--- src/design/fvnh_pkg.sv ---
// Shared types and constants for the fractal value noise height map block.
// No dependencies; every other file imports this package.
package fvnh_pkg;

    // grid geometry and sample format
    localparam int ROW_W     = 6;
    localparam int COL_W     = 6;
    localparam int ADDR_W    = ROW_W + COL_W;
    localparam int MEM_DEPTH = 1 << ADDR_W;
    localparam int SMP_W     = 16;
    localparam int DIM_W     = 7;
    localparam int OCT_W     = 4;
    localparam int K_W       = 3;

    localparam logic [DIM_W-1:0] MAX_ROWS = 7'd64;
    localparam logic [DIM_W-1:0] MAX_COLS = 7'd64;
    localparam logic [OCT_W-1:0] MAX_OCT  = 4'd8;

    // remainder unit: dividend below 2*64 + 64, divisor 1..64
    localparam int NUM_W  = 8;
    localparam int DEN_W  = DIM_W;
    localparam int RSTP_W = 3;

    // accumulation and final divide
    localparam int SUM_W  = 35;
    localparam int TOT_W  = 19;
    localparam int QUO_W  = 16;
    localparam int DSTP_W = 4;

    // shared multiplier: 17 x 17 signed
    localparam int MUL_W  = 17;
    localparam int PROD_W = 2 * MUL_W;

    // configuration port
    localparam int PADDR_W = 5;
    localparam int PDATA_W = 32;
    localparam int REGI_W  = 3;

    localparam logic [REGI_W-1:0] REG_ROWS = 3'd0;
    localparam logic [REGI_W-1:0] REG_COLS = 3'd1;
    localparam logic [REGI_W-1:0] REG_OCTS = 3'd2;
    localparam logic [REGI_W-1:0] REG_PERS = 3'd3;
    localparam logic [REGI_W-1:0] REG_HMIN = 3'd4;
    localparam logic [REGI_W-1:0] REG_HMAX = 3'd5;

    localparam logic [DIM_W-1:0] RST_ROWS = 7'd64;
    localparam logic [DIM_W-1:0] RST_COLS = 7'd64;
    localparam logic [OCT_W-1:0] RST_OCTS = 4'd5;
    localparam logic [15:0]      RST_PERS = 16'd26214;
    localparam logic [15:0]      RST_HMIN = 16'd0;
    localparam logic [15:0]      RST_HMAX = 16'd65535;

    // commands
    localparam logic CMD_LOAD = 1'b0;
    localparam logic CMD_READ = 1'b1;

    typedef struct packed {
        logic [DIM_W-1:0] rows;
        logic [DIM_W-1:0] cols;
        logic [OCT_W-1:0] octs;
        logic [15:0]      pers;
        logic [15:0]      hmin;
        logic [15:0]      hmax;
    } t_cfg;

    typedef struct packed {
        logic             start;
        logic [NUM_W-1:0] a_num;
        logic [DEN_W-1:0] a_den;
        logic [NUM_W-1:0] b_num;
        logic [DEN_W-1:0] b_den;
    } t_rem_req;

    typedef struct packed {
        logic             start;
        logic [SUM_W-1:0] num;
        logic [TOT_W-1:0] den;
    } t_div_req;

endpackage

--- src/design/fvnh_div.sv ---
// Restoring divider for the weighted noise sum, one quotient bit per cycle.
// Depends on fvnh_pkg for t_div_req and the sum, weight and quotient widths.
module fvnh_div import fvnh_pkg::*; (
    input  logic             i_clk,
    input  logic             i_rst_n,
    input  t_div_req         i_req,
    output logic             o_done,
    output logic [QUO_W-1:0] o_quot
);

    logic [SUM_W-1:0]  r_rem;
    logic [TOT_W-1:0]  r_den;
    logic [QUO_W-1:0]  r_quot;
    logic [SUM_W-1:0]  w_cand;
    logic              w_take;
    logic [DSTP_W-1:0] r_step;
    logic              r_busy;
    logic              r_done;

    // quotient fits in QUO_W bits since the sum never exceeds 65535 times the weight
    assign w_cand = {{(SUM_W-TOT_W){1'b0}}, r_den} << r_step;
    // zero weight gives zero noise
    assign w_take = (r_rem >= w_cand) && (r_den != '0);

    always_ff @(posedge i_clk) begin
        if (!i_rst_n) begin
            r_busy <= 1'b0;
            r_done <= 1'b0;
            r_step <= '0;
        end else begin
            r_done <= 1'b0;
            if (i_req.start) begin
                r_busy <= 1'b1;
                r_step <= '1;
            end else if (r_busy) begin
                r_step <= r_step - 1'b1;
                if (r_step == '0) begin
                    r_busy <= 1'b0;
                    r_done <= 1'b1;
                end
            end
        end
    end

    always_ff @(posedge i_clk) begin
        if (i_req.start) begin
            r_rem  <= i_req.num;
            r_den  <= i_req.den;
            r_quot <= '0;
        end else if (r_busy) begin
            if (w_take) begin
                r_rem <= r_rem - w_cand;
            end
            r_quot <= {r_quot[QUO_W-2:0], w_take};
        end
    end

    assign o_done = r_done;
    assign o_quot = r_quot;

endmodule

--- config.mk ---
export PLATFORM = sky130hd
export DESIGN_NAME = fvnh_div
export DESIGN_NICKNAME = d
export VERILOG_FILES = /design/src/design/fvnh_pkg.sv /design/src/design/fvnh_div.sv
export SDC_FILE = /design/constraint.sdc
export NUM_CORES = 1
export LEC_CHECK = 0
export BUFFER_PORTS_ARGS = -buffer_cell sky130_fd_sc_hd__buf_2
export CORE_MARGIN = 2
export CORE_UTILIZATION = 38
export CTS_CLUSTER_DIAMETER = 150
export DETAILED_ROUTE_END_ITERATION = 8
export GPL_TIMING_DRIVEN = 0
export REMOVE_ABC_BUFFERS = 1
export SLEW_MARGIN = 25
export SYNTH_ARGS = -nofsm -noshare
export SYNTH_HDL_FRONTEND = slang
export SYNTH_SLANG_ARGS = --single-unit
--- constraint.sdc ---
create_clock -name i_clk -period 5.8 [get_ports i_clk]
set_input_delay 0.58 -clock i_clk [delete_from_list [all_inputs] [get_ports i_clk]]
set_output_delay 0.58 -clock i_clk [all_outputs]
set_load 0.01 [all_outputs]
==> results.toml <==
[pwr]
p_leak_nw = 2.71
p_per_area_nw_per_um2 = 441
peakVddDrop_uv = 182

[grt]
grt_util_all_layers = 0.191
gr-total-overflow = 0
grt_antenna_before_repair = 0
grt_pass1_wl_um = 25100
grt_max_degree = 56
grt_pass1_vias = 4990

[clock_tree]
cts_htree_levels = 3
postCtsHoldBufs = 0
cts_inserted_buffers = 9
cts_setup_buffers = 0
clockBufferDepth = 2
cts_tree = "built"
cts_sinks = 76
cts_resized = 0
clk_pin_slew_ns = 0.06
clk_latency_ns = 0.35
cts_root_buf = "clkbuf_16"

[yosys]
syn_avg_cell_area_um2 = 8.87
yosys.area_share.adder = 0.0769
synth.area.mux_share = 0.112
syn_area_um2 = 5950
synth.distinct_cells = 64
synth_xor_area_frac = 0.0294
synth_compound_area_frac = 0.207
ys_ff_latch = 76
synth_enable_flop_cells = 54
ys_warn_count = 0
synth_top_family_by_area = "compound AO/OA/AOI/OAI gates"
yosys.area_share.simple = 0.190
synthTopCellsByArea = "edfxtp_1 (27%), dfxtp_1 (7.4%), ha_1 (7.4%)"
async_flop_share = 0
yosys_most_used_dff = "edfxtp_1"
netlist_top_cells_count = "nand2_1 (86), nor2_1 (62), edfxtp_1 (54)"
synth_top_area_share = 0.272
yosysMostFrequentCell = "nand2_1"
yosysTopAreaCell = "edfxtp_1"
syn_inst = 671
ys_seq_area_frac = 0.346

[floorplan]
die_area_um2 = 16700
die_h_um = 129
core-area_um2 = 15300
num_rows = 45
io_pins = 74
initial_utilization = 0.390
die_x_um = 129

[hold_path]
hold_class = "in -> reg"

[drt]
vias_per_cell = 5.53
route.vias.total = 5152
avgRoutedWirePerCell_um = 16.5
drc = 0
wl_um = 15400
drt_first_pass_iters = 7
ant_nets = 0
drt_iter0_drc = 302

[final_layout]
n_fill_cell = 1509
syn2layout_area_growth_pct = 13.1
final_cells = 931
multi_input_area_um2 = 3680
seq_area_um2 = 2070
antennaDiodeCount = 0
drive_above_1_share = 0.182
nNetsFinal = 808
final_cell_area_um2 = 6730

[setup_path]
cp-end-kind = "flop"
worstSetupStartpointType = "flop"
slowest_stage = "dfxtp_1"
crit_required_ns = 5.69
crit_chain = "mux2_2 > o21ai_0 > o21ai_0 > o21ai_0 > ha_1 > a21oi_1 > o21ai_1 > o41ai_2 > o22a_1 > nand2_1 > nand3_1 > nand3_4"
path_class = "reg -> reg"
crit_path_frequent_cell = "o21ai_0"
max_stage_delay_ns = 0.96
crit_fanout = 35
arrival_ns = 4.77

[timing]
fin_ws_ns = 0.915
max_freq_mhz = 205
hold_slack_ns = 0.411
hold_violations = 0
drv_slew = 0
rsz0062_at_grt = "false"
tightest_slew_ns = 0.967
final.setup_skew_ns = 0.0130
layout_min_cycle_time_ns = 4.89
min_period_over_period = 0.842
setup_violations = 0
slew_headroom = 0.355

[placement]
port_buffers = 73
dp_hpwl_um = 11600
post_dp_cell_area_um2 = 6450
post-place-cells = 915
pre_cts_slack_ns = 1.03
gp_congestion = 0.906

[run_status]
status = "complete, no violations"

[run]
maxCapViolations = 0
==> layer usage <==
layer / global-route usage / vias up / wire length [um]
met3: 0.0388 / 24 / 824
met1: 0.265 / 2397 / 7320
li1: - / 2590 / -
met5: 0 / - / 0
met2: 0.302 / 141 / 6970
met4: 0.0582 / 0 / 284
==> per-stage QoR <==
step,TNS [ns],util,power [mW]
2_1_floorplan,0,-,2.04
3_3_place_gp,-10.16,0.420,2.39
3_5_place_dp,0,0.422,2.41
4_1_cts,0,0.441,2.97
5_1_grt,0,0.441,3.21
6_report,0,0.441,2.97
==> final timing paths <==
path                                start                      end  slack [ns]  cells past startpoint
setup reg to reg   r_step[1]$_SDFFE_PN0P_      r_rem[11]$_DFFE_PP_        0.91                     12
setup / recovery   r_step[1]$_SDFFE_PN0P_      r_rem[11]$_DFFE_PP_        0.91                     12
hold reg to reg   o_quot[15]$_SDFFE_PP0P_  o_quot[15]$_SDFFE_PP0P_        0.52                      2
hold / removal                  i_req[13]      r_den[13]$_DFFE_PP_        0.41                      1
==> critical path, delay by kind of cell, from the launching register on <==
family / cells / cell delay (ns)
muxes: 1 / 0.44
AOI/OAI and AO/OA: 7 / 1.89
adders and majority gates: 1 / 0.42
DFF: 1 / 0.96
and+or+nand+nor: 3 / 0.71
==> power breakdown <==
part           total [mW]  switching [mW]  internal (mW)
clock network       0.545           0.239          0.306
logic                1.59           0.944          0.642
registers           0.841          0.0904          0.751
total                2.97            1.27           1.70
==> cell families after synthesis <==
logic type | Yosys count
simple gates | 241
compound gates | 191
flops | 76
buf+inv | 55
mux | 52
fa+ha+maj | 36
xor+xnor | 20
==> layout make-up <==
class / instances / share of cell area
multi-input cells: 540 / 0.546
clock buffers: 10 / 0.0355
flip-flops and latches: 76 / 0.307
well taps: 211 / 0.0392
clock inverters: 6 / 0.00688
repair buffers: 74 / 0.0576
inverters: 14 / 0.00781
==> cells in the final DEF, fill, tap and decap left out, types with 5 or more instances in the layout <==
master / n
a21boi_0: 6
a21o_1: 19
a21oi_1: 45
a31oi_1: 5
and3_1: 6
buf_2: 72
clkbuf_16: 9
dfxtp_1: 19
edfxtp_1: 54
ha_1: 35
inv_1: 14
mux2_2: 7
mux2i_1: 34
mux4_2: 11
nand2_1: 86
nand2b_1: 6
nand3_1: 16
nand4_1: 13
nor2_1: 62
nor2b_1: 8
nor3_1: 9
nor4_1: 7
o21a_1: 6
o21ai_0: 51
o21ai_1: 9
o21bai_1: 6
or2_2: 5
or3_1: 7
xnor2_1: 11
xor2_1: 9
==> state kept, by name (all words and copies together) (netlist names) <==
name,flops
r_den,19
o_done,1
r_busy,1
r_rem,35
o_quot,16
r_step,4
Power figures use the tool's default switching activity.
