--- config.mk ---
export PLATFORM = sky130hd
export DESIGN_NAME = fvnh_rem
export DESIGN_NICKNAME = d
export VERILOG_FILES = /design/src/design/fvnh_pkg.sv /design/src/design/fvnh_rem.sv
export SDC_FILE = /design/constraint.sdc
export NUM_CORES = 1
export LEC_CHECK = 0
export ABC_AREA = 1
export BUFFER_PORTS_ARGS = -buffer_cell sky130_fd_sc_hd__buf_2
export CAP_MARGIN = 20
export CELL_PAD_IN_SITES_DETAIL_PLACEMENT = 1
export CELL_PAD_IN_SITES_GLOBAL_PLACEMENT = 2
export CORE_MARGIN = 2
export CORE_UTILIZATION = 29
export DETAILED_ROUTE_END_ITERATION = 10
export PLACE_DENSITY = 0.86
export REMOVE_ABC_BUFFERS = 1
export SETUP_SLACK_MARGIN = 0.4
export SYNTH_ARGS = -nofsm -noshare
export SYNTH_HDL_FRONTEND = slang
export SYNTH_SLANG_ARGS = --single-unit
--- constraint.sdc ---
create_clock -name i_clk -period 2.5 [get_ports i_clk]
set_input_delay 0.375 -clock i_clk [delete_from_list [all_inputs] [get_ports i_clk]]
set_output_delay 0.375 -clock i_clk [all_outputs]
set_load 0.005 [all_outputs]
--- src/design/fvnh_pkg.sv ---
// Shared types and constants for the fractal value noise height map block.
// No dependencies; every other file imports this package.
package fvnh_pkg;

    // grid geometry and sample format
    localparam int ROW_W     = 6;
    localparam int COL_W     = 6;
    localparam int ADDR_W    = ROW_W + COL_W;
    localparam int MEM_DEPTH = 1 << ADDR_W;
    localparam int SMP_W     = 16;
    localparam int DIM_W     = 7;
    localparam int OCT_W     = 4;
    localparam int K_W       = 3;

    localparam logic [DIM_W-1:0] MAX_ROWS = 7'd64;
    localparam logic [DIM_W-1:0] MAX_COLS = 7'd64;
    localparam logic [OCT_W-1:0] MAX_OCT  = 4'd8;

    // remainder unit: dividend below 2*64 + 64, divisor 1..64
    localparam int NUM_W  = 8;
    localparam int DEN_W  = DIM_W;
    localparam int RSTP_W = 3;

    // accumulation and final divide
    localparam int SUM_W  = 35;
    localparam int TOT_W  = 19;
    localparam int QUO_W  = 16;
    localparam int DSTP_W = 4;

    // shared multiplier: 17 x 17 signed
    localparam int MUL_W  = 17;
    localparam int PROD_W = 2 * MUL_W;

    // configuration port
    localparam int PADDR_W = 5;
    localparam int PDATA_W = 32;
    localparam int REGI_W  = 3;

    localparam logic [REGI_W-1:0] REG_ROWS = 3'd0;
    localparam logic [REGI_W-1:0] REG_COLS = 3'd1;
    localparam logic [REGI_W-1:0] REG_OCTS = 3'd2;
    localparam logic [REGI_W-1:0] REG_PERS = 3'd3;
    localparam logic [REGI_W-1:0] REG_HMIN = 3'd4;
    localparam logic [REGI_W-1:0] REG_HMAX = 3'd5;

    localparam logic [DIM_W-1:0] RST_ROWS = 7'd64;
    localparam logic [DIM_W-1:0] RST_COLS = 7'd64;
    localparam logic [OCT_W-1:0] RST_OCTS = 4'd5;
    localparam logic [15:0]      RST_PERS = 16'd26214;
    localparam logic [15:0]      RST_HMIN = 16'd0;
    localparam logic [15:0]      RST_HMAX = 16'd65535;

    // commands
    localparam logic CMD_LOAD = 1'b0;
    localparam logic CMD_READ = 1'b1;

    typedef struct packed {
        logic [DIM_W-1:0] rows;
        logic [DIM_W-1:0] cols;
        logic [OCT_W-1:0] octs;
        logic [15:0]      pers;
        logic [15:0]      hmin;
        logic [15:0]      hmax;
    } t_cfg;

    typedef struct packed {
        logic             start;
        logic [NUM_W-1:0] a_num;
        logic [DEN_W-1:0] a_den;
        logic [NUM_W-1:0] b_num;
        logic [DEN_W-1:0] b_den;
    } t_rem_req;

    typedef struct packed {
        logic             start;
        logic [SUM_W-1:0] num;
        logic [TOT_W-1:0] den;
    } t_div_req;

endpackage

--- src/design/fvnh_rem.sv ---
// Two-lane restoring remainder unit for row and column wrap, one quotient bit per cycle.
// Depends on fvnh_pkg for t_rem_req and lane widths.
module fvnh_rem import fvnh_pkg::*; (
    input  logic             i_clk,
    input  logic             i_rst_n,
    input  t_rem_req         i_req,
    output logic             o_done,
    output logic [ROW_W-1:0] o_rem_a,
    output logic [COL_W-1:0] o_rem_b
);

    logic [NUM_W-1:0]       r_rem  [2];
    logic [DEN_W-1:0]       r_den  [2];
    logic [NUM_W-1:0]       w_next [2];
    logic [NUM_W+DEN_W-1:0] w_cand [2];
    logic [RSTP_W-1:0]      r_step;
    logic                   r_busy;
    logic                   r_done;

    always_comb begin
        for (int l = 0; l < 2; l++) begin
            w_cand[l] = {{NUM_W{1'b0}}, r_den[l]} << r_step;
            if ({{DEN_W{1'b0}}, r_rem[l]} >= w_cand[l]) begin
                w_next[l] = r_rem[l] - w_cand[l][NUM_W-1:0];
            end else begin
                w_next[l] = r_rem[l];
            end
        end
    end

    always_ff @(posedge i_clk) begin
        if (!i_rst_n) begin
            r_busy <= 1'b0;
            r_done <= 1'b0;
            r_step <= '0;
        end else begin
            r_done <= 1'b0;
            if (i_req.start) begin
                r_busy <= 1'b1;
                r_step <= '1;
            end else if (r_busy) begin
                r_step <= r_step - 1'b1;
                if (r_step == '0) begin
                    r_busy <= 1'b0;
                    r_done <= 1'b1;
                end
            end
        end
    end

    always_ff @(posedge i_clk) begin
        if (i_req.start) begin
            r_rem[0] <= i_req.a_num;
            r_den[0] <= i_req.a_den;
            r_rem[1] <= i_req.b_num;
            r_den[1] <= i_req.b_den;
        end else if (r_busy) begin
            r_rem[0] <= w_next[0];
            r_rem[1] <= w_next[1];
        end
    end

    assign o_done  = r_done;
    assign o_rem_a = r_rem[0][ROW_W-1:0];
    assign o_rem_b = r_rem[1][COL_W-1:0];

endmodule

==> results of run 1 <==
cell type report:
| type | instances | area, um^2 |
|---|---|---|
| Multi-Input combinational cell | 252 | 1709 |
| Timing Repair inverter | 1 | 6.256 |
| Clock buffer | 8 | 100.1 |
| Fill cell | 1048 | 5000 |
| Sequential cell | 35 | 1006 |
| Inverter | 30 | 122.6 |
| Timing Repair Buffer | 79 | 556.8 |
| Tap cell | 108 | 135.1 |
final timing paths:
| check | to |
|---|---|
| min reg2reg | r_busy |
| min | r_den[0][5] |
| max | r_rem[0][6] |
| max reg2reg | r_rem[0][6] |
cells by family (layout without fill, tap and decap cells):
family	Yosys count	in the layout	share of synthesized area
xor gates and xnor gates	3	3	0.01027
AOI/OAI and AO/OA	45	45	0.09340
DFF	35	35	0.3912
adders and majority gates	21	21	0.1086
and+or+nand+nor	183	183	0.2973
buffers and inverters	52	118	0.09927
placed cells by master (no fill, tap or decap), drive strengths merged, types with 8 or more instances in the layout:
master,netlist,layout
nand2,119,119
nor2,19,19
ha,19,19
edfxtp,30,30
o21ai,18,18
clkbuf,4,8
buf,18,79
inv,30,31
a31oi,8,8
nand3,35,35
a21oi,18,18
where the power goes:
part / total, mW / switching (mW) / leakage (nW) / internal, mW
combinational: 1.13 / 0.607 / 1.28 / 0.524
clock: 0.468 / 0.216 / 0.0515 / 0.252
sequential: 0.758 / 0.0540 / 0.338 / 0.704
state kept, by name, summed over array words and instances, names as in the netlist:
| signal | flops |
|---|---|
| o_done | 1 |
| r_step | 3 |
| r_den | 14 |
| r_busy | 1 |
| r_rem | 16 |
routing by layer:
metal  global-route usage  part of all wire  wire, um  vias to the layer above
li1                     -                 -         -                     1251
met1               0.1850              0.41      3342                     1241
met2               0.2972              0.55      4447                       37
met3              0.03078             0.027       219                        9
met4              0.04380             0.015       118                        0
met5                    0                 0         0                        -
worst register-to-register path: stages, from the launching register on:
cell	delay (ns)
dfxtp_4	0.45
buf_12	0.15
nand2_1	0.07
nand3_1	0.09
o21ai_1	0.08
or2_4	0.25
ha_4	0.29
buf_4	0.11
nand2_2	0.06
nor2_2	0.12
a21oi_1	0.10
nand2_2	0.08
nand3_2	0.09
nand2_4	0.15
stage by stage:
step	hold WS (ns)	setup slack, ns	utilization	total power, mW
floorplan	0.4739	0.02899	-	1.232
global placement	0.5062	0.02733	0.3399	1.466
detailed placement	0.5130	-0.07408	0.3399	1.498
CTS	0.2443	0.1704	0.3871	2.144
global route	0.2428	0.02856	0.4210	2.512
finish	0.2502	0.1167	0.4210	2.358
timing repair:
item	4_1_cts	5_1_grt
pin swaps	17	36
endpoints found under the setup margin	25	26
cloned	1	1
resized for setup	51	63
setup buffers	11	6
==> results.sh, run 1 <==
export IMPL_num_rows=34
export IMPL_netlist_area_um2=2559
export IMPL_start_util=0.2963
export IMPL_timing_critical_path_from="r_step[0]"
export IMPL_ir_drop_mv=0.2297
export IMPL_r2r_cells=13
export IMPL_ys_ff_latch=35
export IMPL_worst_path_max_fanout=8
export IMPL_min_period_ns=2.383
export IMPL_ctsHoldBuffers=0
export IMPL_p_leak_nw=1.668
export IMPL_end_kind="register"
export IMPL_status="finished, final reports clean"
export IMPL_final_nets=458
export IMPL_yosysSeqAreaShare=0.3912
export IMPL_crit_path_frequent_cell="nand2_2"
export IMPL_core_um2=8636
export IMPL_gp_congestion=0.7725
export IMPL_synth_top_cell_by_area="edfxtp_1"
export IMPL_crit_family="simple AND/OR/NAND/NOR gates"
export IMPL_crit_required_ns=2.50
export IMPL_instances_no_fill=513
export IMPL_die_h_um=97.93
export IMPL_synth_commonest_cells="nand2_1 (118), nand3_1 (35), edfxtp_1 (30)"
export IMPL_finalClockSkew_ns=0.01049
export IMPL_die_area_um2=9590
export IMPL_place_inst=486
export IMPL_drive_gt1_frac=0.4321
export IMPL_drc=0
export IMPL_timing_max_transition_violations_final=0
export IMPL_io_buffers=45
export IMPL_whs_path_depth=1
export IMPL_drv_cap=0
export IMPL_cts_sinks=35
export IMPL_synth_top_area_frac=0.3521
export IMPL_path_buf_inv=2
export IMPL_clock_path_buffers=2
export IMPL_crit_chain="buf_12 > nand2_1 > nand3_1 > o21ai_1 > or2_4 > ha_4 > buf_4 > nand2_2 > nor2_2 > a21oi_1 > nand2_2 > nand3_2 > nand2_4"
export IMPL_wl_um=8127
export IMPL_path_depth=13
export IMPL_start_kind="register"
export IMPL_grt_max_degree=19
export IMPL_rsz0062_at_grt="yes"
export IMPL_synthFlopType="edfxtp_1"
export IMPL_setup_violations=0
export IMPL_overflow=0
export IMPL_cts_inserted_buffers=5
export IMPL_clk_pin_slew_ns=0.07
export IMPL_dr_pass1_iters=4
export IMPL_max_freq_mhz=419.6
export IMPL_grtUsageTotal=0.1594
export IMPL_synth_edff_count=30
export IMPL_viasPerCell=4.947
export IMPL_antenna_found_initial=0
export IMPL_cts_tree="yes"
export IMPL_ios=46
export IMPL_tns_ns=0
export IMPL_postSynthAreaPerCell_um2=7.548
export IMPL_min_path_type="in2reg"
export IMPL_tightestPinTransition_ns=0.6525
export IMPL_yosys_warnings=0
export IMPL_reg2reg_slack_ns=0.12
export IMPL_detailed_place_hpwl_um=5565
export IMPL_min_from="i_req[20]"
export IMPL_setup_worst_path_class="reg2reg"
export IMPL_grt_pass1_vias=2682
export IMPL_clkLatencyLatePin_ns=0.30
export IMPL_drt_iter0_drc=58
export IMPL_r2r_start="r_step[0]"
export IMPL_area_delta_synth_final_pct=42.10
export IMPL_postLayoutCellArea_um2=3636
export IMPL_power_density_nw_per_um2=648.4
export IMPL_antenna_left=0
export IMPL_grt_pass1_wl_um=12400
export IMPL_synth_most_common_cell="nand2_1"
export IMPL_arrival_ns=2.38
export IMPL_root_buffer="clkbuf_8"
export IMPL_min_period_over_period=0.9533
export IMPL_post_dp_cell_area_um2=2935
export IMPL_diodes=0
export IMPL_relSlewSlack=0.5645
export IMPL_synth_cell_types=24
export IMPL_critPathMaxStageDelay_ns=0.45
export IMPL_routedWlPerCell_um=15.84
export IMPL_cts_max_level=2
export IMPL_hold_viol=0
export IMPL_cp_slowest_cell="dfxtp_4"
export IMPL_netlist_instances=339
export IMPL_async_flop_share=0
export IMPL_die_w_um=97.93
export IMPL_synth_top_cells_by_area="edfxtp_1 (35%), nand2_1 (17%), ha_1 (9.3%), nand3_1 (6.8%), inv_1 (4.1%)"
export IMPL_vias=2538
No activity file was read; power rests on OpenSTA's default activity.
==> run 2: changes to the inputs <==
SETUP_SLACK_MARGIN = 0.02   (was 0.4)
==> run 2 against run 1 <==
  * Combinational power shrank 19%
  * Design area shrank 9.0%
  * Non-clock buffer count shrank 7
  * Sequential power shrank 1%
  * Clock skew up 0.0013 ns
  * Clock power down 1%
  * Critical path depth is 4 higher
  * Die area is the same
  * Worst hold slack better by 0.0041 ns
  * Sequential cell count is the same
==> results.sh, run 2 (same netlist as run 1, synthesis figures left out) <==
export IMPL_status="finished, final reports clean"
export IMPL_whs_path_depth=1
export IMPL_grt_pass1_vias=2545
export IMPL_tightestPinTransition_ns=0.6262
export IMPL_viasPerCell=4.846
export IMPL_cts_tree="yes"
export IMPL_crit_required_ns=2.52
export IMPL_grt_max_degree=19
export IMPL_reg_top3="r_rem (16), r_den (14), r_step (3)"
export IMPL_internal_power_mw=1.368
export IMPL_die_area_um2=9590
export IMPL_ir_drop_mv=0.2086
export IMPL_dr_pass1_iters=4
export IMPL_core_um2=8636
export IMPL_arrival_ns=2.44
export IMPL_setup_worst_path_class="reg2reg"
export IMPL_setup_violations=0
export IMPL_drv_cap=0
export IMPL_clock_path_buffers=2
export IMPL_min_path_type="in2reg"
export IMPL_grtUsageTotal=0.1459
export IMPL_num_rows=34
export IMPL_timing_max_transition_violations_final=0
export IMPL_postLayoutCellArea_um2=3308
export IMPL_r2r_cells=17
export IMPL_relSlewSlack=0.5821
export IMPL_p_leak_nw=1.566
export IMPL_seqPwrFrac=0.352
export IMPL_min_period_ns=2.413
export IMPL_overflow=0
export IMPL_area_delta_synth_final_pct=29.29
export IMPL_ios=46
export IMPL_diodes=0
export IMPL_layout_common_cells="nand2_1 (102), buf_2 (45), nand3_1 (33)"
export IMPL_drc=0
export IMPL_final_common_cell="nand2_1"
export IMPL_detailed_place_hpwl_um=5565
export IMPL_largest_register_ffs=16
export IMPL_r2r_start="r_step[0]"
export IMPL_grt_pass1_wl_um=11370
export IMPL_max_freq_mhz=414.5
export IMPL_min_from="i_req[1]"
export IMPL_wl_um=7472
export IMPL_hold_viol=0
export IMPL_p_sw_frac=0.3568
export IMPL_reg2reg_slack_ns=0.09
export IMPL_cts_max_level=2
export IMPL_worst_path_max_fanout=6
export IMPL_clkLatencyLatePin_ns=0.30
export IMPL_cts_sinks=35
export IMPL_die_h_um=97.93
export IMPL_cts_inserted_buffers=5
export IMPL_routedWlPerCell_um=14.77
export IMPL_start_util=0.2963
export IMPL_pwr_share_comb=0.431
export IMPL_rsz0062_at_grt="yes"
export IMPL_end_kind="register"
export IMPL_drt_iter0_drc=90
export IMPL_whs_endpoint="r_den[0][8]"
export IMPL_gp_congestion=0.7725
export IMPL_min_period_over_period=0.9650
export IMPL_start_kind="register"
export IMPL_root_buffer="clkbuf_8"
export IMPL_antenna_left=0
export IMPL_clk_pin_slew_ns=0.08
export IMPL_io_buffers=45
export IMPL_drive_gt1_frac=0.3015
export IMPL_post_dp_cell_area_um2=2935
export IMPL_regMostFlops="r_rem"
export IMPL_vias=2452
export IMPL_final_util=0.3831
export IMPL_power_frac_clock=0.217
export IMPL_p_sw_mw=0.7592
export IMPL_final_nets=451
export IMPL_die_w_um=97.93
export IMPL_r2r_end="r_rem[0][14]"
export IMPL_finalClockSkew_ns=0.01184
export IMPL_power_density_nw_per_um2=643.1
export IMPL_antenna_found_initial=0
## run 2: changes by cell type in the layout (fill, tap and decap cells not counted), sizes merged
cell and change:
buf -8, clkbuf +1
## run 2: worst max-delay path by stage
| stage | startpoint | slack, ns | cells after the start | to |
|---|---|---|---|---|
| 2_1_floorplan | r_step[0] | 0.03 | 15 | r_rem[0][10] |
| 3_3_place_gp | r_step[0] | 0.03 | 14 | r_rem[0][6] |
| 3_5_place_dp | r_step[0] | -0.07 | 14 | r_rem[0][6] |
| 4_1_cts | r_step[1] | 0.04 | 12 | r_rem[0][6] |
| 5_1_grt | r_step[0] | -0.05 | 15 | r_rem[0][0] |
| 6_report | r_step[0] | 0.09 | 17 | r_rem[0][14] |
## run 2: critical path: stages (launching register included)
cell and delay, ns:
dfxtp_4 0.40, inv_8 0.08, buf_4 0.13, nand2_1 0.08, nand3_1 0.11, nand2_2 0.08, nand2_1 0.06, o21ai_0 0.11
ha_1 0.34, nand2_2 0.09, nor2_2 0.11, nand2_1 0.07, nand2_2 0.09, nand2_2 0.06, nand2_2 0.06, nand3_2 0.07
nand2_2 0.09, buf_6 0.12
## run 2: per-layer routing
layer | part of all wire | global-route usage | up-vias
met5 | 0 | 0 | -
met4 | 0.016 | 0.04167 | 0
met3 | 0.031 | 0.03078 | 11
met2 | 0.52 | 0.2613 | 37
met1 | 0.43 | 0.1761 | 1175
li1 | - | - | 1229
## run 2: timing repair
item                       CTS  global route
gates cloned                 0             2
setup endpoints to repair   17            20
pin swaps                    0            13
gates resized for setup      4            41
hold buffers                 0             0
buffers inserted             0            10
## run 2: final cells by class
class / count / area [um^2]
fillers: 1069 / 5328
clock buffers: 8 / 100.1
flip-flops and latches: 35 / 1005
multi-input cells: 252 / 1449
repair buffers: 72 / 490.5
inverters: 30 / 122.6
well taps: 108 / 135.1
repair inverters: 1 / 6.256
## run 2: through the flow
stage | TNS (ns) | std cells | setup slack [ns] | total power, mW | hold slack (ns)
3_3_place_gp | 0 | 486 | 0.02733 | 1.466 | 0.5062
4_1_cts | 0 | 494 | 0.04080 | 1.971 | 0.2442
3_5_place_dp | -0.7784 | 486 | -0.07408 | 1.498 | 0.5130
5_1_grt | -0.7669 | 506 | -0.04816 | 2.289 | 0.2453
2_1_floorplan | 0 | 317 | 0.02899 | 1.232 | 0.4739
6_report | 0 | 506 | 0.08747 | 2.128 | 0.2542
## run 2: power groups by stage
stage               registers (mW)  clock network (mW)  logic (mW)
detailed placement           0.753                   0       0.745
global route                 0.757               0.495        1.04
CTS                          0.741               0.477       0.753
global placement             0.752                   0       0.714
finish                       0.749               0.462       0.916
floorplan                    0.752                   0       0.480
==> run 3: changes to the inputs <==
RECOVER_POWER = 100   (was not set)
==> run 3 against run 2 <==
  * Design area fell by 0.53%
  * Sequential power barely moved
  * Largest power group unchanged
  * Maximum frequency fell by 0.35%
  * Die area did not move
==> results.sh, run 3 (same netlist as run 1, synthesis figures left out) <==
export IMPL_min_period_ns=2.421
export IMPL_num_rows=34
export IMPL_ios=46
export IMPL_viasPerCell=4.860
export IMPL_setup_worst_path_class="reg2reg"
export IMPL_grt_use_met2=0.2613
export IMPL_cts_tree="yes"
export IMPL_final_nets=451
export IMPL_start_kind="register"
export IMPL_top_usage_layer="met2"
export IMPL_grtUsageTotal=0.1459
export IMPL_r2r_start="r_step[0]"
export IMPL_start_util=0.2963
export IMPL_grt_pass1_wl_um=11370
export IMPL_status="finished, final reports clean"
export IMPL_place_inst=486
export IMPL_gr_usage_met3=0.03078
export IMPL_area_delta_synth_final_pct=28.61
export IMPL_vias=2459
export IMPL_tns_ns=0
export IMPL_dr_pass1_iters=4
export IMPL_post_dp_cell_area_um2=2935
export IMPL_grt_util_met1=0.1761
export IMPL_drive_gt1_frac=0.2814
export IMPL_crit_chain="inv_8 > buf_4 > nand2_1 > nand3_1 > nand2_2 > nand2_1 > o21ai_0 > ha_1 > nand2_2 > nor2_2 > nand2_1 > nand2_2 > nand2_2 > nand2_2 > nand3_2 > nand2_2 > buf_6"
export IMPL_p_sw_frac=0.3576
export IMPL_hold_viol=0
export IMPL_die_w_um=97.93
export IMPL_whs_path_depth=1
export IMPL_clk_pin_slew_ns=0.08
export IMPL_hold_slack_ns=0.2548
export IMPL_fillers=1072
export IMPL_pwr_share_comb=0.429
export IMPL_crit_required_ns=2.52
export IMPL_end_kind="register"
export IMPL_largest_register_ffs=16
export IMPL_cp_slowest_cell="dfxtp_4"
export IMPL_ir_drop_mv=0.2082
export IMPL_tightestPinTransition_ns=0.9344
export IMPL_antenna_left=0
export IMPL_crit_family="simple AND/OR/NAND/NOR gates"
export IMPL_critPathMaxStageDelay_ns=0.40
export IMPL_p_leak_nw=1.541
export IMPL_max_freq_mhz=413.1
export IMPL_crit_path_frequent_cell="nand2_2"
export IMPL_dp_slack_ns=-0.07408
export IMPL_drt_iter0_drc=75
export IMPL_instances_no_fill=506
export IMPL_p_sw_mw=0.7595
export IMPL_min_path_type="in2reg"
export IMPL_min_from="i_req[1]"
export IMPL_clkLatencyLatePin_ns=0.30
export IMPL_gp_congestion=0.7725
export IMPL_die_h_um=97.93
export IMPL_io_buffers=45
export IMPL_reg2reg_slack_ns=0.08
export IMPL_worst_path_max_fanout=6
export IMPL_cts_max_level=2
export IMPL_setup_violations=0
export IMPL_setup_ws_ns=0.07900
export IMPL_regMostFlops="r_rem"
export IMPL_whs_endpoint="r_den[0][8]"
export IMPL_drc=0
export IMPL_routedWlPerCell_um=14.76
export IMPL_path_buf_inv=3
export IMPL_timing_max_transition_violations_final=0
export IMPL_cts_inserted_buffers=5
export IMPL_postLayoutCellArea_um2=3291
export IMPL_min_period_over_period=0.9684
export IMPL_r2r_cells=17
export IMPL_power_frac_clock=0.218
export IMPL_core_um2=8636
export IMPL_arrival_ns=2.44
export IMPL_die_area_um2=9590
export IMPL_power_mw=2.124
export IMPL_ctsHoldBuffers=0
export IMPL_finalClockSkew_ns=0.01184
export IMPL_internal_power_mw=1.365
export IMPL_antenna_found_initial=0
export IMPL_final_common_cell="nand2_1"
export IMPL_diodes=0
export IMPL_reg_top3="r_rem (16), r_den (14), r_step (3)"
export IMPL_detailed_place_hpwl_um=5565
export IMPL_grt_max_degree=19
export IMPL_multi_input_area_um2=1449
export IMPL_seqPwrFrac=0.353
export IMPL_root_buffer="clkbuf_8"
export IMPL_final_util=0.3810
export IMPL_r2r_end="r_rem[0][14]"
export IMPL_rsz0062_at_grt="yes"
export IMPL_layout_common_cells="nand2_1 (102), buf_2 (40), nand3_1 (33)"
export IMPL_overflow=0
export IMPL_grt_pass1_vias=2545
export IMPL_clock_path_buffers=2
export IMPL_cts_sinks=35
export IMPL_relSlewSlack=0.3771
export IMPL_wl_um=7469
export IMPL_drv_cap=0
export IMPL_power_density_nw_per_um2=645.5
export IMPL_regArea_um2=1005
run 3: changes by cell type in the layout (fill, tap and decap cells not counted), sizes merged:
cell,previous run,this run
buf,71,64
clkbuf,9,16
run 3: area by class of cell:
cell class                 count  area share
tap                          108     0.04106
sequential                    35      0.3053
timing repair buffer          72      0.1437
timing repair inverter         1    0.001901
inverter                      30     0.03726
clock buffer                   8     0.03042
multi-input combinational    252      0.4403
run 3: worst max path at each step:
| stage | from | to | slack [ns] | cells past startpoint |
|---|---|---|---|---|
| 6_report | r_step[0] | r_rem[0][14] | 0.08 | 17 |
| 4_1_cts | r_step[1] | r_rem[0][6] | 0.04 | 12 |
| 3_3_place_gp | r_step[0] | r_rem[0][6] | 0.03 | 14 |
| 2_1_floorplan | r_step[0] | r_rem[0][10] | 0.03 | 15 |
| 5_1_grt | r_step[0] | r_rem[0][14] | -0.06 | 17 |
| 3_5_place_dp | r_step[0] | r_rem[0][6] | -0.07 | 14 |
run 3: power groups by stage:
stage / registers, mW / clock network, mW / logic, mW
after global placement: 0.752 / 0 / 0.714
after global routing: 0.757 / 0.495 / 1.03
after floorplan: 0.752 / 0 / 0.480
after CTS: 0.741 / 0.477 / 0.753
after detailed placement: 0.753 / 0 / 0.745
final: 0.750 / 0.462 / 0.912
run 3: worst register-to-register path, stage by stage, from the launching register on:
cell and delay, ns:
dfxtp_4 0.40, inv_8 0.08, buf_4 0.13, nand2_1 0.08, nand3_1 0.11, nand2_2 0.08
nand2_1 0.06, o21ai_0 0.11, ha_1 0.34, nand2_2 0.10, nor2_2 0.11, nand2_1 0.07
nand2_2 0.09, nand2_2 0.06, nand2_2 0.06, nand3_2 0.07, nand2_2 0.09, buf_6 0.13
run 3: per-layer routing:
metal,vias up,wire [um]
met5,-,0
met4,0,123
met3,11,219
met2,39,3910
met1,1180,3216
li1,1229,-
run 3: what timing repair did:
action	CTS	global route
setup buffers	0	10
hold endpoints to repair	0	0
pin swaps	0	13
gates resized for setup	4	41
setup endpoints to repair	17	20
cloned	0	2
