$ cat config.mk
export PLATFORM = sky130hd
export DESIGN_NAME = fvnh_regs
export DESIGN_NICKNAME = d
export VERILOG_FILES = /design/src/design/fvnh_pkg.sv /design/src/design/fvnh_regs.sv
export SDC_FILE = /design/constraint.sdc
export NUM_CORES = 1
export LEC_CHECK = 0
export ABC_AREA = 1
export BUFFER_PORTS_ARGS = -buffer_cell sky130_fd_sc_hd__buf_2
export CORE_ASPECT_RATIO = 0.6
export CORE_MARGIN = 8
export CORE_UTILIZATION = 45
export CTS_CLUSTER_SIZE = 30
export DETAILED_ROUTE_END_ITERATION = 10
export PLACE_DENSITY = 0.82
export SKIP_CTS_REPAIR_TIMING = 1
export SLEW_MARGIN = 10
export SYNTH_ARGS = -nofsm -noshare
export SYNTH_HDL_FRONTEND = slang
export SYNTH_SLANG_ARGS = --single-unit
$ cat constraint.sdc
create_clock -name i_clk -period 1.19 [get_ports i_clk]
set_input_delay 0.0595 -clock i_clk [delete_from_list [all_inputs] [get_ports i_clk]]
set_output_delay 0.0595 -clock i_clk [all_outputs]
set_load 0.05 [all_outputs]
$ cat src/design/fvnh_pkg.sv
// Shared types and constants for the fractal value noise height map block.
// No dependencies; every other file imports this package.
package fvnh_pkg;

    // grid geometry and sample format
    localparam int ROW_W     = 6;
    localparam int COL_W     = 6;
    localparam int ADDR_W    = ROW_W + COL_W;
    localparam int MEM_DEPTH = 1 << ADDR_W;
    localparam int SMP_W     = 16;
    localparam int DIM_W     = 7;
    localparam int OCT_W     = 4;
    localparam int K_W       = 3;

    localparam logic [DIM_W-1:0] MAX_ROWS = 7'd64;
    localparam logic [DIM_W-1:0] MAX_COLS = 7'd64;
    localparam logic [OCT_W-1:0] MAX_OCT  = 4'd8;

    // remainder unit: dividend below 2*64 + 64, divisor 1..64
    localparam int NUM_W  = 8;
    localparam int DEN_W  = DIM_W;
    localparam int RSTP_W = 3;

    // accumulation and final divide
    localparam int SUM_W  = 35;
    localparam int TOT_W  = 19;
    localparam int QUO_W  = 16;
    localparam int DSTP_W = 4;

    // shared multiplier: 17 x 17 signed
    localparam int MUL_W  = 17;
    localparam int PROD_W = 2 * MUL_W;

    // configuration port
    localparam int PADDR_W = 5;
    localparam int PDATA_W = 32;
    localparam int REGI_W  = 3;

    localparam logic [REGI_W-1:0] REG_ROWS = 3'd0;
    localparam logic [REGI_W-1:0] REG_COLS = 3'd1;
    localparam logic [REGI_W-1:0] REG_OCTS = 3'd2;
    localparam logic [REGI_W-1:0] REG_PERS = 3'd3;
    localparam logic [REGI_W-1:0] REG_HMIN = 3'd4;
    localparam logic [REGI_W-1:0] REG_HMAX = 3'd5;

    localparam logic [DIM_W-1:0] RST_ROWS = 7'd64;
    localparam logic [DIM_W-1:0] RST_COLS = 7'd64;
    localparam logic [OCT_W-1:0] RST_OCTS = 4'd5;
    localparam logic [15:0]      RST_PERS = 16'd26214;
    localparam logic [15:0]      RST_HMIN = 16'd0;
    localparam logic [15:0]      RST_HMAX = 16'd65535;

    // commands
    localparam logic CMD_LOAD = 1'b0;
    localparam logic CMD_READ = 1'b1;

    typedef struct packed {
        logic [DIM_W-1:0] rows;
        logic [DIM_W-1:0] cols;
        logic [OCT_W-1:0] octs;
        logic [15:0]      pers;
        logic [15:0]      hmin;
        logic [15:0]      hmax;
    } t_cfg;

    typedef struct packed {
        logic             start;
        logic [NUM_W-1:0] a_num;
        logic [DEN_W-1:0] a_den;
        logic [NUM_W-1:0] b_num;
        logic [DEN_W-1:0] b_den;
    } t_rem_req;

    typedef struct packed {
        logic             start;
        logic [SUM_W-1:0] num;
        logic [TOT_W-1:0] den;
    } t_div_req;

endpackage

$ cat src/design/fvnh_regs.sv
// APB-style configuration registers of the noise height map block.
// Depends on fvnh_pkg for register codes, reset values and t_cfg.
module fvnh_regs import fvnh_pkg::*; (
    input  logic               i_clk,
    input  logic               i_rst_n,
    input  logic               psel,
    input  logic               penable,
    input  logic               pwrite,
    input  logic [PADDR_W-1:0] paddr,
    input  logic [PDATA_W-1:0] pwdata,
    output logic [PDATA_W-1:0] prdata,
    output logic               pready,
    output t_cfg               o_cfg
);

    t_cfg              r_cfg;
    logic [REGI_W-1:0] w_idx;
    logic              w_wr;

    assign w_idx  = paddr[PADDR_W-1:2];
    assign w_wr   = psel & penable & pwrite;
    assign pready = 1'b1;
    assign o_cfg  = r_cfg;

    always_ff @(posedge i_clk) begin
        if (!i_rst_n) begin
            r_cfg.rows <= RST_ROWS;
            r_cfg.cols <= RST_COLS;
            r_cfg.octs <= RST_OCTS;
            r_cfg.pers <= RST_PERS;
            r_cfg.hmin <= RST_HMIN;
            r_cfg.hmax <= RST_HMAX;
        end else if (w_wr) begin
            unique case (w_idx)
                REG_ROWS: r_cfg.rows <= pwdata[DIM_W-1:0];
                REG_COLS: r_cfg.cols <= pwdata[DIM_W-1:0];
                REG_OCTS: r_cfg.octs <= pwdata[OCT_W-1:0];
                REG_PERS: r_cfg.pers <= pwdata[15:0];
                REG_HMIN: r_cfg.hmin <= pwdata[15:0];
                REG_HMAX: r_cfg.hmax <= pwdata[15:0];
                default: ;
            endcase
        end
    end

    always_comb begin
        unique case (w_idx)
            REG_ROWS: prdata = {{(PDATA_W-DIM_W){1'b0}}, r_cfg.rows};
            REG_COLS: prdata = {{(PDATA_W-DIM_W){1'b0}}, r_cfg.cols};
            REG_OCTS: prdata = {{(PDATA_W-OCT_W){1'b0}}, r_cfg.octs};
            REG_PERS: prdata = {16'h0000, r_cfg.pers};
            REG_HMIN: prdata = {16'h0000, r_cfg.hmin};
            REG_HMAX: prdata = {16'h0000, r_cfg.hmax};
            default:  prdata = '0;
        endcase
    end

endmodule

==> results.txt, run 1 <==
Clock-pin slew was measured on the worst setup and hold paths at 0.05 ns. CTS built an H-tree with a depth of 3. Wire length per cell after detailed routing: 16.11 microns. From left edge to right edge, the die measures 128.1 microns. The internal power of the cells totals 4.449 mW. The run gives 0.8719 as the final weighted congestion in routability-driven placement.

Power spread over the standard cell area amounts to 1226 mW/mm^2. For the share of total power in combinational logic, the log shows 17.4%. The setup slack after layout is -0.04732 ns. For the worst setup path, the data required time is 1.13 ns. In the final design database the tool counted 708 nets. The longest clock path from root to sink contains 2 buffers.

The tools report the leakage power figure as 2.437 nW. Entering global routing, the biggest net connects 67 pins. The tools report the total core area as 0.007297 sq mm.

Source of the critical timing path: o_cfg[48]$_SDFFE_PN1P_. The total overflow left after global routing is 0. Static timing analysis puts the maximum clock frequency at 808.2 MHz.

The number of placement rows came out at 24. For the hold slack, the log shows -0.01024 ns. Among all stages on the critical path, the largest delay is contributed by sky130_fd_sc_hd__dfxtp_2. For the proportion of synthesized chip area in sequential cells, the log shows 38.97%.

Across all layers, the routed design uses 3971 vias. Counting flops and latches in the post-synthesis netlist gives 66. The critical-path maximum fanout works out to 3. The number of maximum-capacitance violations was 0. The clock reaches the later pin of the worst-skew pair after 0.34 ns.

STA classifies the critical path startpoint as a register. In the routed design, unresolved DRC markers number 0. The first-pass GRT wire length was 18550 microns; the shortest period the worst path allows was 1.237 ns. For the final hold violation count, the log shows 1.

The first detailed-routing pass ran for 5 iterations. The checks that failed: negative hold slack, negative setup slack. Counting stages on the worst path, the most repeated cell is sky130_fd_sc_hd__nand2_1.

For the critical path arrival, the log shows 1.18 ns. The via count of the first global-routing pass came out at 3691. IR analysis of the VDD net gives a maximum drop of 0.8235 mV. Setup repair after global routing could not meet its margin everywhere.

The number of cells on the worst reg-to-reg path is 3. In this run switching power makes up 27.96% of total power. The worst hold path begins at pwdata[1]. Iteration-0 DRC count of the detailed router: 316. In this run the cell area of the synthesized design comes to 0.003391 sq mm. The number of antenna diodes in the final layout is 0. Dividing the detail-routed via count by the number of cells gives 5.130.

The number of placed instances, taps included, is 734. Leaving out fill and tap cells, the most frequent cells in the layout are 127 x sky130_fd_sc_hd__nand2_1, 92 x sky130_fd_sc_hd__nor2_1, 86 x sky130_fd_sc_hd__buf_2, 64 x sky130_fd_sc_hd__nand3_1, 51 x sky130_fd_sc_hd__buf_4. The signed area change from the synthesized netlist to the final layout was 48.49%. The tools report the clock buffer count from CTS as 9.

The fraction of layout cells with a size suffix above 1 works out to 39.70%. The tightest min-delay check is of the in2reg type. The completed layout was analyzed and its total power is 6.175 mW. Number of flip-flops under the largest register name: 66. The overall die height works out to 83.24 microns. The run gives 0 as the initial antenna violation count. The switching component of the power is 1.726 mW. Once detailed placement completed, the half-perimeter wirelength came to 8757 microns.

The most common cell after layout, fill and taps aside was sky130_fd_sc_hd__nand2_1. Once the floorplan was initialized, standard cells occupied 46.47% of the core. After the flow finishes, the layout carries non-filler instances totaling 774.

The delay of the slowest cell on the worst path is 0.34 ns. Per report_power, the sequential group accounts for 36.7% of the total. The sum of routed wire length over all layers is 12470 microns, and the count of pins over their slew limit is 0. Clock tree synthesis found a total of 66 sinks. The clock network is responsible for 46.0% of the overall power. The count of buffers added on input and output ports is 105. The tools report the launch instance of the worst register-to-register path as o_cfg[5]$_SDFFE_PN1P_. Counting distinct cell types in the post-synthesis netlist gives 23.

For this run, the total global-route usage over all layers was measured as 21.80%. The worst setup path is captured at an output port. After synthesis, the mean cell area works out to 6.636 sq um. CTS placed an instance of sky130_fd_sc_hd__clkbuf_16 at the clock tree root.

TritonCTS built the clock tree. The flow ran to the end, but the final reports show violations. The cell depth of the worst min-delay path is 3. The total of endpoints with negative setup slack in the final report came out at 7. Yosys printed 0 warnings. The tools report the residual antenna-violating net count after detailed routing as 0. Counting every instance in the synthesized netlist gives 511. For the final sum of negative setup slack, the log shows -0.2160 ns. The worst path uses 104.0% of the clock period. Traced cell by cell, the critical path runs through nand4_1 -> nand2_1 -> nor2_1 -> nand2_1 -> buf_6.

The floorplan step defined a die boundary enclosing 0.01066 sq mm. The tools report the count of boundary I/O pins as 141. The critical path is of the reg2out type.

The final clock skew was 0 ns.
[cells in the mapped netlist]
cell                         n  area (sq um)
sky130_fd_sc_hd__clkbuf_1    9         33.78
sky130_fd_sc_hd__inv_2       3         11.26
sky130_fd_sc_hd__o21ai_0    18         90.09
sky130_fd_sc_hd__nor2_1     98         367.9
sky130_fd_sc_hd__nor2_8      1         20.02
sky130_fd_sc_hd__conb_1      2         7.510
sky130_fd_sc_hd__nand4_1    14         87.58
sky130_fd_sc_hd__nand3_4     2         35.03
sky130_fd_sc_hd__buf_2       4         20.02
sky130_fd_sc_hd__buf_1       2         7.510
sky130_fd_sc_hd__buf_6       7         78.83
sky130_fd_sc_hd__nor2_2      3         18.77
sky130_fd_sc_hd__clkinv_1    2         7.510
sky130_fd_sc_hd__inv_4       1         6.260
sky130_fd_sc_hd__nand3_1    76         380.4
sky130_fd_sc_hd__nand2_2     2         12.51
sky130_fd_sc_hd__inv_1      30         112.6
sky130_fd_sc_hd__buf_4      21         157.7
sky130_fd_sc_hd__nor2_4      5         56.30
sky130_fd_sc_hd__dfxtp_1    66          1321
sky130_fd_sc_hd__nand3_2     2         20.02
sky130_fd_sc_hd__nand2_1   142         533.0
sky130_fd_sc_hd__a21oi_1     1         5.000
[critical path: cells and delay by family (launching register included)]
kind                   cells  cell delay [ns]
and+or+nand+nor            4             0.35
DFF                        1             0.34
buffers and inverters      1             0.16
[power by group through the flow]
stage	Combinational, mW	Sequential [mW]	Clock (mW)
finish	1.07	2.27	2.84
global route	1.13	2.27	2.97
CTS	0.934	2.27	2.88
detailed placement	0.931	2.31	0
global placement	0.917	2.31	0
floorplan	0.594	2.41	0
[per-stage QoR]
stage / area (sq um) / setup WS [ns] / util, %
final: 5035 / -0.04732 / 69.00
after floorplan: 3537 / -0.06084 / -
after global routing: 5035 / -0.1222 / 69.00
after global placement: 4298 / -0.09765 / 58.90
after CTS: 4617 / -0.1482 / 63.27
after detailed placement: 4298 / -0.1419 / 58.90
[layout make-up]
cell class                      instances  area [sq um]
Clock buffer                           11         242.7
Timing Repair Buffer                  170          1232
Clock inverter                          4         76.32
Sequential cell                        66          1370
Timing Repair inverter                  2         15.01
Inverter                               36         147.6
Fill cell                             636          2262
Tap cell                              104         130.1
Multi-Input combinational cell        381          1821
[metal layers]
metal | global-route usage (%) | part of all wire, %
met1 | 28.85 | 43
met2 | 33.13 | 44
met3 | 7.015 | 11
met4 | 5.901 | 1.2
met5 | 0 | 0
[final timing paths]
kind / end / slack (ns)
hold / removal: o_cfg[33]$_SDFFE_PN1P_ / -0.01
hold reg to reg: o_cfg[34]$_SDFFE_PN1P_ / 0.48
setup / recovery: prdata[0] / -0.05
setup reg to reg: o_cfg[5]$_SDFFE_PN1P_ / 0.45
[cells by family after synthesis]
logic type | after synthesis | share of synthesized area (%)
compound gates | 19 | 2.804
buf+inv | 79 | 12.84
simple gates | 345 | 45.17
other cells | 2 | 0.2215
flops | 66 | 38.97
Power figures use the tool's default switching activity.
==> run 2: changes to the inputs <==
--- a/config.mk
+++ b/config.mk
@@ -7,12 +7,14 @@
 export LEC_CHECK = 0
 export ABC_AREA = 1
 export BUFFER_PORTS_ARGS = -buffer_cell sky130_fd_sc_hd__buf_2
+export CAP_MARGIN = 40
 export CORE_ASPECT_RATIO = 0.6
 export CORE_MARGIN = 8
 export CORE_UTILIZATION = 45
 export CTS_CLUSTER_SIZE = 30
 export DETAILED_ROUTE_END_ITERATION = 10
-export PLACE_DENSITY = 0.82
+export GPL_TIMING_DRIVEN = 0
+export PLACE_DENSITY = 0.76
 export SKIP_CTS_REPAIR_TIMING = 1
 export SLEW_MARGIN = 10
 export SYNTH_ARGS = -nofsm -noshare
==> results.txt, run 2 (synthesis gave the netlist of run 1 again) <==
The setup slack after layout was -0.08340 ns. For this run, the slowest stage of the critical path takes 0.34 ns. The reg-to-reg setup timing slack came out at 0.43 ns. Clock latency on the worst-skew pair: 0.34 ns. After layout, the worst path uses 107.0% of the clock period.

0 antenna diodes ended up in the layout. The detailed router placed 4009 vias in this run. Dividing total power by cell area gives a power density of 1297 mW/mm^2.

For the count of pins over their slew limit, the log shows 0. The net total in the final layout was 715. The total overflow left after global routing is 0. The number of flip-flops under the largest register name came out at 66.

TritonCTS built the clock tree. The shortest period the worst path allows is 1.273 ns, and the count of boundary I/O pins is 141. The first detailed-routing pass took 5 iterations. Data on the critical path arrives at its endpoint at 1.21 ns.

In the final routed layout, each cell accounts on average for 16.84 microns. STA puts the critical path data required time at 1.13 ns. Setup repair after global routing could not meet its margin everywhere. For this design, the slowest cell found on the critical path is sky130_fd_sc_hd__dfxtp_2. The run gives 4.730 mW as the cell-internal power. The cell family contributing the most delay on the critical path is simple AND/OR/NAND/NOR gates. The logs give 56.12% for the normalized max-slew margin and 46.47% for the initial cell density of the core. The clock net in this run drives a total of 66 sinks. Net switching is 27.57% of the power.

Final sum of negative setup slack: -0.2975 ns. For the cell total after placement, the log shows 732. The tools report the startpoint kind of the worst setup timing path as a register. For the total core area, the log shows 0.007297 sq mm.

Leaving out fill and tap cells, the most frequent cells in the layout are 138 x sky130_fd_sc_hd__nand2_1, 93 x sky130_fd_sc_hd__nor2_1, 89 x sky130_fd_sc_hd__buf_2, 63 x sky130_fd_sc_hd__nand3_1, 41 x sky130_fd_sc_hd__buf_4. The clock transition at the registers of the reported paths was 0.06 ns. In the routed layout, each cell is associated on average with a via count of 5.127.

After detailed routing, the total wire length is 13170 microns. Setup violations remaining at the end of the flow were counted as 7. The clock network is responsible for 48.4% of the overall power. Global routing used 23.13% of the available tracks. Across the VDD grid, the largest voltage drop is 0.9211 mV.

The run gives 1.801 mW as the switching component of the power. First-pass GRT wire length: 19470 microns. The final clock skew was 0 ns; the initial antenna violation count was 0. The final reports fail on negative hold slack, negative setup slack.

For the fraction of power consumed by sequential logic, the log shows 34.7%. Clock tree synthesis selected as its root buffer the cell sky130_fd_sc_hd__clkbuf_16. Per report_power, the combinational group accounts for 16.9% of the total. The iteration-0 DRC count of the detailed router came out at 439.

The worst setup path is captured at an output port. For the fmax, the log shows 785.3 MHz. Summed over all cells, the static leakage comes to 2.470 nW.

The signal on the critical path passes through nand3_2 -> nand2_1 -> nor2_2 -> nand2_1 -> buf_6. Dominant cell type by count on the critical path: sky130_fd_sc_hd__nand2_1. The die width was 128.1 microns. Counting along the longest clock path gives a buffer depth of 2. After filler insertion, the fill cell instance count of the layout stands at 638.

The run gives 12 as the maximum number of pins on one net before global-route repair. The final hold violation count is 7. The number of port buffers was 102; the critical-path maximum fanout was 3. In this run, CTS created clock tree buffers numbering 9. Relative to the synthesized area, the layout overhead comes to 48.52%.

The via count of the first global-routing pass is 3661, and the overall die height is 83.24 microns. The sum of buffers and inverters on the critical path was 1; the sum of internal, switching and leakage power was 6.531 mW. The post-route netlist has 37.76% of its cells at a drive strength greater than 1.

Cells fill 69.02% of the core in the end. The run gives 0 as the number of maximum-capacitance violations. The run gives 3 as the deepest level of the CTS H-tree. The critical path is of the reg2out type. The floorplan step defined a die boundary enclosing 0.01066 sq mm.

The path class of the tightest hold or removal check is in2reg. DRC violations left: 0. Leaving out fill and tap cells, the most frequent cell in the layout is sky130_fd_sc_hd__nand2_1. The flow ran to the end, but the final reports show violations. The HPWL after detailed placement is 9195 microns. Hold slack: -0.05241 ns.

At the pin with the least slew margin, the transition time is 0.6582 ns. Routability-driven placement finished with a final weighted congestion of 0.8911. Once layout is complete, the cells apart from fillers number 782. Once detail routing completed, the nets flagged for antenna violations numbered 0. The tools report the number of placement rows as 24.
## run 2: power by group through the flow
| stage | clock [mW] | combinational [mW] | sequential, mW |
|---|---|---|---|
| after CTS | 3.17 | 0.925 | 2.27 |
| after floorplan | 0 | 0.594 | 2.41 |
| final | 3.16 | 1.10 | 2.27 |
| after global routing | 3.25 | 1.16 | 2.27 |
| after detailed placement | 0 | 0.923 | 2.31 |
| after global placement | 0 | 0.915 | 2.31 |
## run 2: worst reg2reg max path: cells and delay by family, from the launching register on
family / cells / cell delay [ns]
flip-flops: 1 / 0.32
AND/OR/NAND/NOR: 1 / 0.10
AO/OA/AOI/OAI: 1 / 0.07
buffers and inverters: 1 / 0.13
## run 2: metrics by stage
stage / instance area (sq um) / hold slack [ns] / setup slack, ns
after floorplan: 3537 / 0.1856 / -0.06084
after global placement: 4178 / 0.2891 / -0.3165
after detailed placement: 4178 / 0.2912 / -0.3199
after CTS: 4531 / -0.06121 / -0.3398
after global routing: 5036 / 0.004432 / -0.1329
final: 5036 / -0.05241 / -0.08340
## run 2: routing by layer
layer | global-route usage (%) | share of wire [%]
met2 | 33.41 | 42
met5 | 0 | 0
met1 | 31.51 | 45
met3 | 8.482 | 12
met4 | 5.901 | 1.2
## run 2: worst paths after layout
check	from	to	cells after the start
setup / recovery	o_cfg[21]$_SDFFE_PN0P_	prdata[5]	5
hold / removal	pwdata[11]	o_cfg[11]$_SDFFE_PN1P_	3
setup reg to reg	o_cfg[5]$_SDFFE_PN1P_	o_cfg[5]$_SDFFE_PN1P_	3
hold reg to reg	o_cfg[38]$_SDFFE_PN1P_	o_cfg[38]$_SDFFE_PN1P_	2
## run 2: area by class of cell
type	instances	area, sq um	share of cell area (%)
flip-flops and latches	66	1368	27.16
well taps	104	130.1	2.584
clock buffers	11	252.7	5.019
multi-input cells	381	1800	35.75
clock inverters	5	100.1	1.988
inverters	36	147.6	2.932
repair inverters	2	15.01	0.2981
repair buffers	134	907.1	18.01
plain buffers	43	315.3	6.261
==> run 3: changes to the inputs <==
--- a/config.mk
+++ b/config.mk
@@ -15,6 +15,7 @@
 export DETAILED_ROUTE_END_ITERATION = 10
 export GPL_TIMING_DRIVEN = 0
 export PLACE_DENSITY = 0.76
+export RECOVER_POWER = 25
 export SKIP_CTS_REPAIR_TIMING = 1
 export SLEW_MARGIN = 10
 export SYNTH_ARGS = -nofsm -noshare
==> results.txt, run 3 (synthesis gave the netlist of run 1 again) <==
Clock transition at the registers of the reported paths: 0.06 ns. The share of the clock period used by the worst path after layout came out at 106.8%. The launch instance of the worst register-to-register path was o_cfg[5]$_SDFFE_PN1P_. Across the routed clock network, the largest skew measured is 0 ns. The routed layout has 4030 vias. The run gives 9 as the clock buffer count from CTS.

The final hold violation count came out at 6. Path category of the worst min-delay check: in2reg. The deepest level of the CTS H-tree was 3; the reg-to-reg setup timing slack was 0.43 ns.

The cell sitting at the root of the clock tree is a sky130_fd_sc_hd__clkbuf_16. Setup repair after global routing could not meet its margin everywhere. After detailed routing, the number of vias per cell comes to 5.153. Setup violations remaining at the end of the flow were counted as 7. For the leakage power figure, the log shows 2.466 nW. The tools report the total routing usage reported by global routing as 23.13%. For the pin with the worst max-slew slack, the measured transition is 0.6585 ns. The maximum number of pins on one net before global-route repair was 12.

The initial antenna violation count was 0; the critical-path maximum fanout was 3. The logs give 5 for the count of TritonRoute iterations in the first routing pass and 640 for the number of fill cells. Data arrives at the worst endpoint at 1.21 ns. Following the worst setup path forward leads to its endpoint at prdata[5].

The dominant cell type by count on the critical path was sky130_fd_sc_hd__nand2_1. The signal on the critical path passes through nand3_2 -> nand2_1 -> nor2_2 -> nand2_1 -> buf_6. The total number of cells along the worst setup path works out to 5.

The via count of the first global-routing pass was 3661. The tools report the fmax as 786.9 MHz. The half-perimeter wire length of the detailed placement result was 9195 microns; the number of maximum-capacitance violations was 0. In this run, the number of DRC markers left after iteration 0 of detailed routing was 502.

The signed area change from the synthesized netlist to the final layout was 47.90%; the shortest period the worst path allows was 1.271 ns. The number of cells on the worst reg-to-reg path was 3. The first global-routing pass estimated 19470 microns of wire.

The worst setup path is launched from a register. The worst-case IR drop observed on VDD is 0.9309 mV. The critical path data required time is 1.13 ns, and the wire length per cell after detailed routing is 16.85 microns. The die covers 0.01066 sq mm. For this run, the slowest stage of the critical path takes 0.34 ns.

Residual antenna-violating net count after detailed routing: 0. The worst register-to-register path ends at o_cfg[5]$_SDFFE_PN1P_. The initial utilization of the core area, before any placement, comes to 46.47%.

The dominant delay contributor by cell family on the critical path is simple AND/OR/NAND/NOR gates. Routability-driven placement finished with a final weighted congestion of 0.8911. The flow ran to the end, but the final reports show violations. The register with the most flip-flops in the layout has 66 of them. The power per cell area is 1302 mW/mm^2, and the final standard cell count with taps included and fillers excluded is 782.

The sum of routed wire length over all layers was 13180 microns. For this run, design rule violations remaining after detail routing come to 0. The utilization after layout was 68.72%. The fraction of layout cells with a size suffix above 1 is 37.61%, and the count of pins over their slew limit is 0. From left edge to right edge, the die measures 128.1 microns. The total core area was 0.007297 sq mm; the cell total after placement was 732.

The kind of critical path was reg2out. The library cell used most frequently in the layout, excluding fill and tap cells, is sky130_fd_sc_hd__nand2_1. For the total inserted antenna cells, the log shows 0. The critical path starts at o_cfg[21]$_SDFFE_PN0P_. From bottom edge to top edge, the die measures 83.24 microns.

In the layout the commonest cells are 138 x sky130_fd_sc_hd__nand2_1, 93 x sky130_fd_sc_hd__nor2_1, 87 x sky130_fd_sc_hd__buf_2, 63 x sky130_fd_sc_hd__nand3_1, 40 x sky130_fd_sc_hd__buf_4. Clock latency on the worst-skew pair, taken at its later pin, is 0.34 ns. The net count of the finished layout is 715. The sort of element at the end of the critical path was an output port. TritonCTS built the clock tree.

The worst pin sits at a relative slew slack of 56.10%. The number of port buffers came out at 102. On the critical path, the stage with the largest delay is an instance of sky130_fd_sc_hd__dfxtp_2. For this design the top-level I/O count stands at 141.

The tools report the setup slack after layout as -0.08075 ns. The hold slack came out at -0.05342 ns. The clock tree buffer depth is 2.

The floorplan has 24 rows. The run gives 66 as the sink count of the clock tree. For the final global-route overflow total, the log shows 0. Sum of buffers and inverters on the critical path: 1. The checks that failed: negative hold slack, negative setup slack.
run 3: report_power, final:
group          total [mW]  leakage [nW]  switching, mW  internal [mW]
clock network        3.17         0.176           1.01           2.15
logic                1.10          1.75          0.763          0.334
registers            2.27         0.538         0.0243           2.24
total                6.53          2.47           1.80           4.73
run 3: routing by layer:
layer / routed length [microns] / global-route usage (%) / up-vias
met2: 5564 / 33.41 / 254
met3: 1564 / 8.482 / 16
met1: 5881 / 31.51 / 1851
met5: 0 / 0 / -
met4: 165 / 5.901 / 0
li1: - / - / 1909
run 3: layout make-up:
cell class	instances	area, sq um	area share (%)
Clock buffer	11	252.7	5.040
Timing Repair inverter	2	15.01	0.2994
Sequential cell	66	1368	27.27
Multi-Input combinational cell	381	1783	35.55
Clock inverter	5	100.1	1.996
Buffer	43	311.5	6.213
Inverter	36	147.6	2.944
Tap cell	104	130.1	2.595
Timing Repair Buffer	134	907.1	18.09
run 3: per-stage QoR:
stage	hold slack (ns)	power (mW)	setup TNS, ns	cell area [sq um]	setup slack [ns]
after CTS	-0.06121	6.361	-3.478	4531	-0.3398
after detailed placement	0.2912	3.236	-6.088	4178	-0.3199
final	-0.05342	6.529	-0.2912	5015	-0.08075
after floorplan	0.1856	3.003	-0.06084	3537	-0.06084
after global placement	0.2891	3.226	-5.470	4178	-0.3165
after global routing	0.004432	6.675	-0.9702	5015	-0.1329
run 3: worst min path at each step:
| stage | start | endpoint | slack, ns | cells past startpoint |
|---|---|---|---|---|
| global route | pwdata[11] | o_cfg[11]$_SDFFE_PN1P_ | 0.004 | 3 |
| finish | pwdata[11] | o_cfg[11]$_SDFFE_PN1P_ | -0.05 | 3 |
| global placement | pwdata[11] | o_cfg[11]$_SDFFE_PN1P_ | 0.29 | 3 |
| floorplan | pwdata[0] | o_cfg[48]$_SDFFE_PN1P_ | 0.19 | 2 |
| CTS | pwdata[12] | o_cfg[12]$_SDFFE_PN1P_ | -0.06 | 3 |
| detailed placement | pwdata[12] | o_cfg[12]$_SDFFE_PN1P_ | 0.29 | 3 |
run 3: worst reg2reg max path: stages (launching register included):
cell and delay, ns:
sky130_fd_sc_hd__dfxtp_2 0.32, sky130_fd_sc_hd__buf_4 0.13, sky130_fd_sc_hd__o21ai_0 0.07, sky130_fd_sc_hd__nand3_1 0.10
